File: src/design/belpa_pkg.sv
// Package for the button edge latch with press-age query.
// Holds the opcode encoding, field widths and the controller/datapath structs.
// No dependencies.
package belpa_pkg;

	localparam int BTN_W = 16;   // width of every button mask port
	localparam int TICK_W = 32;  // width of now_ticks
	localparam int AGE_W = 32;   // width of press_age

	typedef enum logic [1:0] {
		OP_POLL        = 2'd0,
		OP_COMMIT      = 2'd1,
		OP_QUERY       = 2'd2,
		OP_POLL_COMMIT = 2'd3
	} opcode_t;

	// Commands from the controller to the datapath.
	typedef struct packed {
		logic accept;    // input transfer: run poll/commit, latch query operands
		logic scan_step; // evaluate one stored timestamp
		logic load_out;  // capture the result into the output register
	} ctrl_cmd_t;

	// Status from the datapath to the controller.
	typedef struct packed {
		logic in_is_query; // opcode on the input port asks for a query
		logic scan_last;   // current scan entry is the last button
	} dp_status_t;

endpackage

File: src/design/button_edge_latch_press_age_unit.sv
// Top level of the button edge latch with press-age query.
// Instantiates belpa_ctrl and belpa_dp; uses belpa_pkg.
//
// Usage:
//   The input channel (in_valid/in_ready) carries one command per transfer:
//   opcode, focused, held_buttons, query_mask and now_ticks. Poll latches
//   rising/falling edges and stamps press times, commit copies the latches
//   into the frame registers, poll-then-commit does both, query looks for the
//   youngest press age among masked buttons with a known press time.
//   Every command yields exactly one result on the output channel
//   (out_valid/out_ready): the three frame masks after the step, plus
//   press_age and age_valid (both zero unless a query found a button).
//
//   Poll and commit work in the transfer cycle; the result is then loaded into the
//   output register, and no new command is taken before that. A query walks the
//   stored timestamps one button per cycle through a single subtract/compare
//   unit before its result is loaded, and takes no new command until then.
//
//   Reset clears all masks, latches and known bits; the output is empty.
//   When the receiver stalls, the result holds in the output register and the
//   following command is still accepted and worked on; it waits in the
//   datapath until the output register frees up.
module button_edge_latch_press_age_unit #(
	parameter int BUTTON_COUNT = 16,
	parameter int TIME_BITS = 32
) (
	input  logic        clk,
	input  logic        arst_n,
	input  logic        in_valid,
	output logic        in_ready,
	input  logic [1:0]  opcode,
	input  logic        focused,
	input  logic [15:0] held_buttons,
	input  logic [15:0] query_mask,
	input  logic [31:0] now_ticks,
	output logic        out_valid,
	input  logic        out_ready,
	output logic [15:0] frame_held,
	output logic [15:0] frame_pressed,
	output logic [15:0] frame_released,
	output logic [31:0] press_age,
	output logic        age_valid
);
	import belpa_pkg::*;

	ctrl_cmd_t  cmd;
	dp_status_t status;

	// Controller: decides when to take a command, scan, and hand off.
	belpa_ctrl u_ctrl (
		.clk       (clk),
		.arst_n    (arst_n),
		.in_valid  (in_valid),
		.in_ready  (in_ready),
		.out_valid (out_valid),
		.out_ready (out_ready),
		.status    (status),
		.cmd       (cmd)
	);

	// Datapath: latches, frame registers, timestamps, age scan, output hold.
	belpa_dp #(
		.BUTTON_COUNT (BUTTON_COUNT),
		.TIME_BITS    (TIME_BITS)
	) u_dp (
		.clk            (clk),
		.arst_n         (arst_n),
		.cmd            (cmd),
		.status         (status),
		.opcode         (opcode),
		.focused        (focused),
		.held_buttons   (held_buttons),
		.query_mask     (query_mask),
		.now_ticks      (now_ticks),
		.frame_held     (frame_held),
		.frame_pressed  (frame_pressed),
		.frame_released (frame_released),
		.press_age      (press_age),
		.age_valid      (age_valid)
	);

`ifndef NO_ASSERTIONS
	// One command at a time: a transfer closes the input until its result is loaded.
	a_one_in_flight: assert property (@(posedge clk) disable iff (!arst_n)
		(in_valid && in_ready) |=> !in_ready)
		else $error("input accepted twice in a row");

	// A result appears only after a command was taken and worked on.
	a_out_after_work: assert property (@(posedge clk) disable iff (!arst_n)
		$rose(out_valid) |-> $past(!in_ready))
		else $error("result raised without a command in work");

	// No press time found means a zero age.
	a_age_zero: assert property (@(posedge clk) disable iff (!arst_n)
		(out_valid && !age_valid) |-> (press_age == '0))
		else $error("nonzero press age without a valid flag");
`endif

endmodule

File: src/design/belpa_ctrl.sv
// Controller state machine of the button edge latch.
// Sequences accept, timestamp scan and result handoff; uses belpa_pkg.
module belpa_ctrl (
	input  logic                   clk,
	input  logic                   arst_n,
	input  logic                   in_valid,
	output logic                   in_ready,
	output logic                   out_valid,
	input  logic                   out_ready,
	input  belpa_pkg::dp_status_t  status,
	output belpa_pkg::ctrl_cmd_t   cmd
);
	import belpa_pkg::*;

	typedef enum logic [1:0] {
		ST_IDLE,
		ST_SCAN,
		ST_EMIT
	} state_t;

	state_t state_q;
	logic   out_valid_q;
	logic   out_free;

	assign in_ready  = (state_q == ST_IDLE);
	assign out_valid = out_valid_q;
	assign out_free  = !out_valid_q || out_ready;

	always_comb begin
		cmd.accept    = (state_q == ST_IDLE) && in_valid;
		cmd.scan_step = (state_q == ST_SCAN);
		cmd.load_out  = (state_q == ST_EMIT) && out_free;
	end

	always_ff @(posedge clk or negedge arst_n) begin
		if (!arst_n) begin
			state_q     <= ST_IDLE;
			out_valid_q <= 1'b0;
		end else begin
			// raise valid on a new result, drop it once the held one is taken
			if (cmd.load_out) begin
				out_valid_q <= 1'b1;
			end else if (out_ready) begin
				out_valid_q <= 1'b0;
			end
			unique case (state_q)
				ST_IDLE: begin
					if (in_valid) begin
						state_q <= status.in_is_query ? ST_SCAN : ST_EMIT;
					end
				end
				ST_SCAN: begin
					if (status.scan_last) begin
						state_q <= ST_EMIT;
					end
				end
				ST_EMIT: begin
					if (out_free) begin
						state_q <= ST_IDLE;
					end
				end
				default: state_q <= ST_IDLE;
			endcase
		end
	end

endmodule

File: src/design/belpa_dp.sv
// Datapath of the button edge latch: edge latches, frame registers,
// per-button press timestamps, age scan and output register; uses belpa_pkg.
module belpa_dp #(
	parameter int BUTTON_COUNT = 16,
	parameter int TIME_BITS = 32
) (
	input  logic                  clk,
	input  logic                  arst_n,
	input  belpa_pkg::ctrl_cmd_t  cmd,
	output belpa_pkg::dp_status_t status,
	input  logic [1:0]            opcode,
	input  logic                  focused,
	input  logic [15:0]           held_buttons,
	input  logic [15:0]           query_mask,
	input  logic [31:0]           now_ticks,
	output logic [15:0]           frame_held,
	output logic [15:0]           frame_pressed,
	output logic [15:0]           frame_released,
	output logic [31:0]           press_age,
	output logic                  age_valid
);
	import belpa_pkg::*;

	localparam int NB = BUTTON_COUNT;
	localparam int IDX_W = (NB > 1) ? $clog2(NB) : 1;

	opcode_t             op;
	logic                do_poll;
	logic                do_commit;
	logic [NB-1:0]       held_in;
	logic [NB-1:0]       rise;
	logic [NB-1:0]       fall;
	logic [NB-1:0]       pend_p_next;
	logic [NB-1:0]       pend_r_next;
	logic [NB-1:0]       polled_next;
	logic [TIME_BITS-1:0] now_in;

	logic [NB-1:0]        prev_held_q;
	logic [NB-1:0]        polled_held_q;
	logic [NB-1:0]        pend_p_q;
	logic [NB-1:0]        pend_r_q;
	logic [NB-1:0]        comm_held_q;
	logic [NB-1:0]        comm_p_q;
	logic [NB-1:0]        comm_r_q;
	logic [NB-1:0]        known_q;
	logic [TIME_BITS-1:0] press_time_q [NB];

	logic [NB-1:0]        qmask_q;
	logic [TIME_BITS-1:0] now_q;
	logic [IDX_W-1:0]     idx_q;
	logic                 found_q;
	logic [TIME_BITS-1:0] best_q;

	logic [TIME_BITS-1:0] entry_time;
	logic [TIME_BITS-1:0] entry_age;
	logic                 entry_sel;
	logic [AGE_W-1:0]     age_sat;

	assign op        = opcode_t'(opcode);
	assign do_poll   = (op == OP_POLL) || (op == OP_POLL_COMMIT);
	assign do_commit = (op == OP_COMMIT) || (op == OP_POLL_COMMIT);
	assign held_in   = focused ? NB'(held_buttons) : '0;
	assign rise      = held_in & ~prev_held_q;
	assign fall      = prev_held_q & ~held_in;
	assign now_in    = TIME_BITS'(now_ticks);

	assign pend_p_next = do_poll ? (pend_p_q | rise) : pend_p_q;
	assign pend_r_next = do_poll ? (pend_r_q | fall) : pend_r_q;
	assign polled_next = do_poll ? held_in : polled_held_q;

	assign status.in_is_query = (op == OP_QUERY);
	assign status.scan_last   = (idx_q == IDX_W'(NB - 1));

	// Poll and commit happen in the transfer cycle.
	always_ff @(posedge clk or negedge arst_n) begin
		if (!arst_n) begin
			prev_held_q   <= '0;
			polled_held_q <= '0;
			pend_p_q      <= '0;
			pend_r_q      <= '0;
			comm_held_q   <= '0;
			comm_p_q      <= '0;
			comm_r_q      <= '0;
			known_q       <= '0;
		end else if (cmd.accept) begin
			if (do_poll) begin
				prev_held_q   <= held_in;
				polled_held_q <= held_in;
				known_q       <= known_q | rise;
			end
			if (do_commit) begin
				comm_held_q <= polled_next;
				comm_p_q    <= pend_p_next;
				comm_r_q    <= pend_r_next;
				pend_p_q    <= '0;
				pend_r_q    <= '0;
			end else begin
				pend_p_q <= pend_p_next;
				pend_r_q <= pend_r_next;
			end
		end
	end

	// Timestamps are read only where known, so they need no reset.
	always_ff @(posedge clk) begin
		for (int b = 0; b < NB; b++) begin
			if (cmd.accept && do_poll && rise[b]) begin
				press_time_q[b] <= now_in;
			end
		end
	end

	// Scan: one stored timestamp per cycle, keep the smallest age.
	assign entry_time = press_time_q[idx_q];
	assign entry_sel  = known_q[idx_q] && qmask_q[idx_q];
	assign entry_age  = (now_q >= entry_time) ? (now_q - entry_time) : '0;

	always_ff @(posedge clk or negedge arst_n) begin
		if (!arst_n) begin
			idx_q   <= '0;
			found_q <= 1'b0;
			best_q  <= '0;
			qmask_q <= '0;
			now_q   <= '0;
		end else if (cmd.accept) begin
			idx_q   <= '0;
			found_q <= 1'b0;
			best_q  <= '0;
			qmask_q <= NB'(query_mask);
			now_q   <= now_in;
		end else if (cmd.scan_step) begin
			idx_q <= idx_q + IDX_W'(1);
			if (entry_sel && (!found_q || (entry_age < best_q))) begin
				found_q <= 1'b1;
				best_q  <= entry_age;
			end
		end
	end

	generate
		if (TIME_BITS > AGE_W) begin : g_sat
			assign age_sat = (|best_q[TIME_BITS-1:AGE_W]) ? '1 : best_q[AGE_W-1:0];
		end else begin : g_ext
			assign age_sat = AGE_W'(best_q);
		end
	endgenerate

	// Output register; frame fields show the state after the step.
	always_ff @(posedge clk) begin
		if (cmd.load_out) begin
			frame_held     <= BTN_W'(comm_held_q);
			frame_pressed  <= BTN_W'(comm_p_q);
			frame_released <= BTN_W'(comm_r_q);
			press_age      <= age_sat;
			age_valid      <= found_q;
		end
	end

endmodule

File: config.mk
export PLATFORM = sky130hd
export DESIGN_NAME = button_edge_latch_press_age_unit
export DESIGN_NICKNAME = d
export VERILOG_FILES = /design/src/design/belpa_pkg.sv /design/src/design/button_edge_latch_press_age_unit.sv /design/src/design/belpa_ctrl.sv /design/src/design/belpa_dp.sv
export SDC_FILE = /design/constraint.sdc
export NUM_CORES = 1
export LEC_CHECK = 0
export ABC_AREA = 1
export ABC_CLOCK_PERIOD_IN_PS = 6400
export CAP_MARGIN = 20
export CORE_AREA = 2 2 293 295
export CTS_CLUSTER_DIAMETER = 30
export DETAILED_ROUTE_END_ITERATION = 7
export DIE_AREA = 0 0 295 297
export DONT_BUFFER_PORTS = 1
export PLACE_DENSITY_LB_ADDON = 0.15
export SLEW_MARGIN = 30
export SYNTH_ARGS = -nofsm -noshare
export SYNTH_HDL_FRONTEND = slang
export SYNTH_SLANG_ARGS = --single-unit
File: constraint.sdc
create_clock -name clk -period 6.4 [get_ports clk]
set_input_delay 0.96 -clock clk [delete_from_list [all_inputs] [get_ports clk]]
set_output_delay 0.96 -clock clk [all_outputs]
set_load 0.005 [all_outputs]
==> flow_summary.toml <==
[final_layout]
fin_util_pct = 49.05
layout_commonest_cell = "edfxtp_1"
area_growth_syn_to_layout_pct = 23.84
nFillCells = 7405
layout_common_cells = "593 x edfxtp_1, 449 x nor2_1, 411 x nand2_1"
fin_nets = 3112
multi_input_area_um2 = 9384
drive_above_1_share_pct = 14.65
seqCellArea_um2 = 23220

[sta]
worst_hold_slack_ns = 0.1567
finalSetupViolations = 0
hold_viol = 0
fin_setup_tns_ns = 0
relSlewSlack_pct = 33.09
fin_ws_ns = 0.4210
slew_viol_final = 0
fin_crit_ns = 5.979
fmax_mhz = 167.3
rsz0062_at_grt = "false"
fin_worst_skew_ns = 0.04376
min_period_over_period_pct = 93.42
max_slew.worst_pin.slew_ns = 1.001

[route]
viasPerCell = 5.378
drtIter0Drc = 1876
routedWlPerCell_um = 22.61
drc_errors = 0
drt-total-wl_mm = 96.45
antenna_left = 0
vias = 22940
drtPass1Iterations = 8

[clock_tree]
clkTransAtPathRegs_ns = 0.05
clock_latency_ns = 0.75
clkSinkCount = 809
clock_path_buffers = 3
clockRootBuffer = "clkbuf_16"
htree_levels = 4
cts_tree = "yes"
postCtsSetupBuffers = 0
numCtsBuffers = 170

[grt]
grt_max_degree = 217
grt_pass1_wl_mm = 144.6
antenna_found_initial = 5
grt_pass1_vias = 22960
grt_overflow_total = 0
grt_usage_pct = 22.11

[synth]
async_flop_share_pct = 26.70
syn-instance-count = 2875
synth_edf_count = 593
synth_nets = 3014
ys_ff_latch = 809
syn_area_um2 = 33460
ys_types = 47
yosysWarnings = 0
ys.flop_type = "edfxtp_1"
syn_area_per_cell_um2 = 11.64
yosysSeqAreaShare_pct = 69.38

[power_and_ir_drop]
cellPowerDensity_nw_per_um2 = 559.1
peakVddDrop_mv = 0.2952
leakagePower_nw = 15.84
p_total_mw = 23.17

[floorplan]
fp.dieH_um = 297
fp.dieArea_um2 = 87620
rows = 107
pin_count = 154
start_util_pct = 39.61
die_w_um = 295
design.core.area_um2 = 84480

[setup_path]
crit_required_ns = 7.00
crit_fanout = 21
path_class = "reg -> reg"
cp-start-kind = "flip-flop"
slowest_delay_ns = 0.54
arrival_ns = 6.58
critPathCaptureType = "flip-flop"
slowest_stage = "a221oi_1"
crit_path_frequent_cell = "nand2_1"

[run_status]
status = "complete, no violations"

[hold_path]
hp-class = "in -> async"

[job]
cap_violations = 0

[place]
port_buffers = 0
preCtsSetupSlack_ns = 0.2278
place_congestion = 0.8647
dp_hpwl_mm = 57.71
sequential cells by signal, summed over array words and instances (netlist names), 32 cells and up:
name               cells
u_dp.press_age        32
u_dp.age_sat          32
u_dp.press_time_q    512
u_dp.now_q            32
path summary, 6_finish.rpt:
path / endpoint / start / slack (ns) / depth (start not counted)
min reg2reg: u_dp.frame_held[1]$_DFFE_PP_ / u_dp.comm_held_q[1]$_DFFE_PN0P_ / 0.44 / 0
max: u_dp.age_sat[24]$_DFFE_PN0P_ / u_dp.idx_q[2]$_DFFE_PN0P_ / 0.42 / 28
max reg2reg: u_dp.age_sat[24]$_DFFE_PN0P_ / u_dp.idx_q[2]$_DFFE_PN0P_ / 0.42 / 28
min: u_dp.prev_held_q[12]$_DFFE_PN0P_ / arst_n / 0.16 / 1
min in group clk: u_dp.press_time_q[6][26]$_DFFE_PP_ / now_ticks[26] / 0.31 / 0
max in group asynchronous: u_dp.age_sat[26]$_DFFE_PN0P_ / arst_n / 5.19 / 2
stage by stage:
step           cell area [um2]  instances
6_report                 41440       4266
5_1_grt                  41430       4265
4_1_cts                  41230       4260
3_5_place_dp             35210       3940
3_3_place_gp             35120       3937
2_1_floorplan            33460       2875
area by class of cell:
class                      count  area share (%)
antenna                        2         0.01208
clock buffer                 215           11.14
clock inverter               104           3.328
inverter                     121           1.126
multi-input combinational   1789           22.65
sequential                   809           56.04
tap                         1144           3.454
timing repair buffer          82           2.253
synth_stat cells, types with 33 or more instances:
master / n / area [um2]
nand2_1: 411 / 1543
o221ai_1: 38 / 332.8
a21oi_1: 79 / 395.4
edfxtp_1: 593 / 17810
nand3_1: 62 / 310.3
ha_1: 67 / 838.3
inv_1: 116 / 435.4
dfrtp_1: 216 / 5405
o22ai_1: 81 / 506.7
clkbuf_1: 142 / 533.0
nor2_1: 468 / 1757
o21ai_0: 397 / 1987
a31oi_1: 33 / 206.5
critical path, delay by kind of cell, from the launching register on:
kind	cells	cell delay, ns
compound gates	6	1.40
xor+xnor	1	0.35
fa+ha+maj	2	0.77
buf+inv	4	1.01
flops	1	0.37
simple gates	15	1.90
kinds of logic after synthesis:
kind of cell,after synthesis,synth area share (%)
AOI/OAI and AO/OA,687,11.70
xor gates and xnor gates,15,0.3927
adders and majority gates,68,2.565
buffers and inverters,278,3.328
DFF,809,69.38
and+or+nand+nor,1018,12.64
per-layer routing:
layer / vias up / track usage, % / share of wire [%]
met5: - / 0 / 0.019
met4: 2 / 8.066 / 2.7
met3: 166 / 5.155 / 6.7
met2: 786 / 32.81 / 44
met1: 11490 / 31.66 / 46
li1: 10500 / - / -
report_power, final:
| part | internal (mW) | total, mW | leakage (nW) | switching [mW] |
|---|---|---|---|---|
| clock | 6.09 | 9.00 | 2.89 | 2.91 |
| combinational | 2.29 | 6.96 | 4.74 | 4.67 |
| sequential | 6.69 | 7.21 | 8.21 | 0.525 |
| total | 15.1 | 23.2 | 15.8 | 8.10 |
what timing repair did:
item | in CTS | in global routing
hold endpoints to repair | 216 | 0
hold buffers | 1 | 0
setup endpoints to repair | 0 | 32
gates resized for setup | 0 | 18
(Power assumes the default switching activity.)
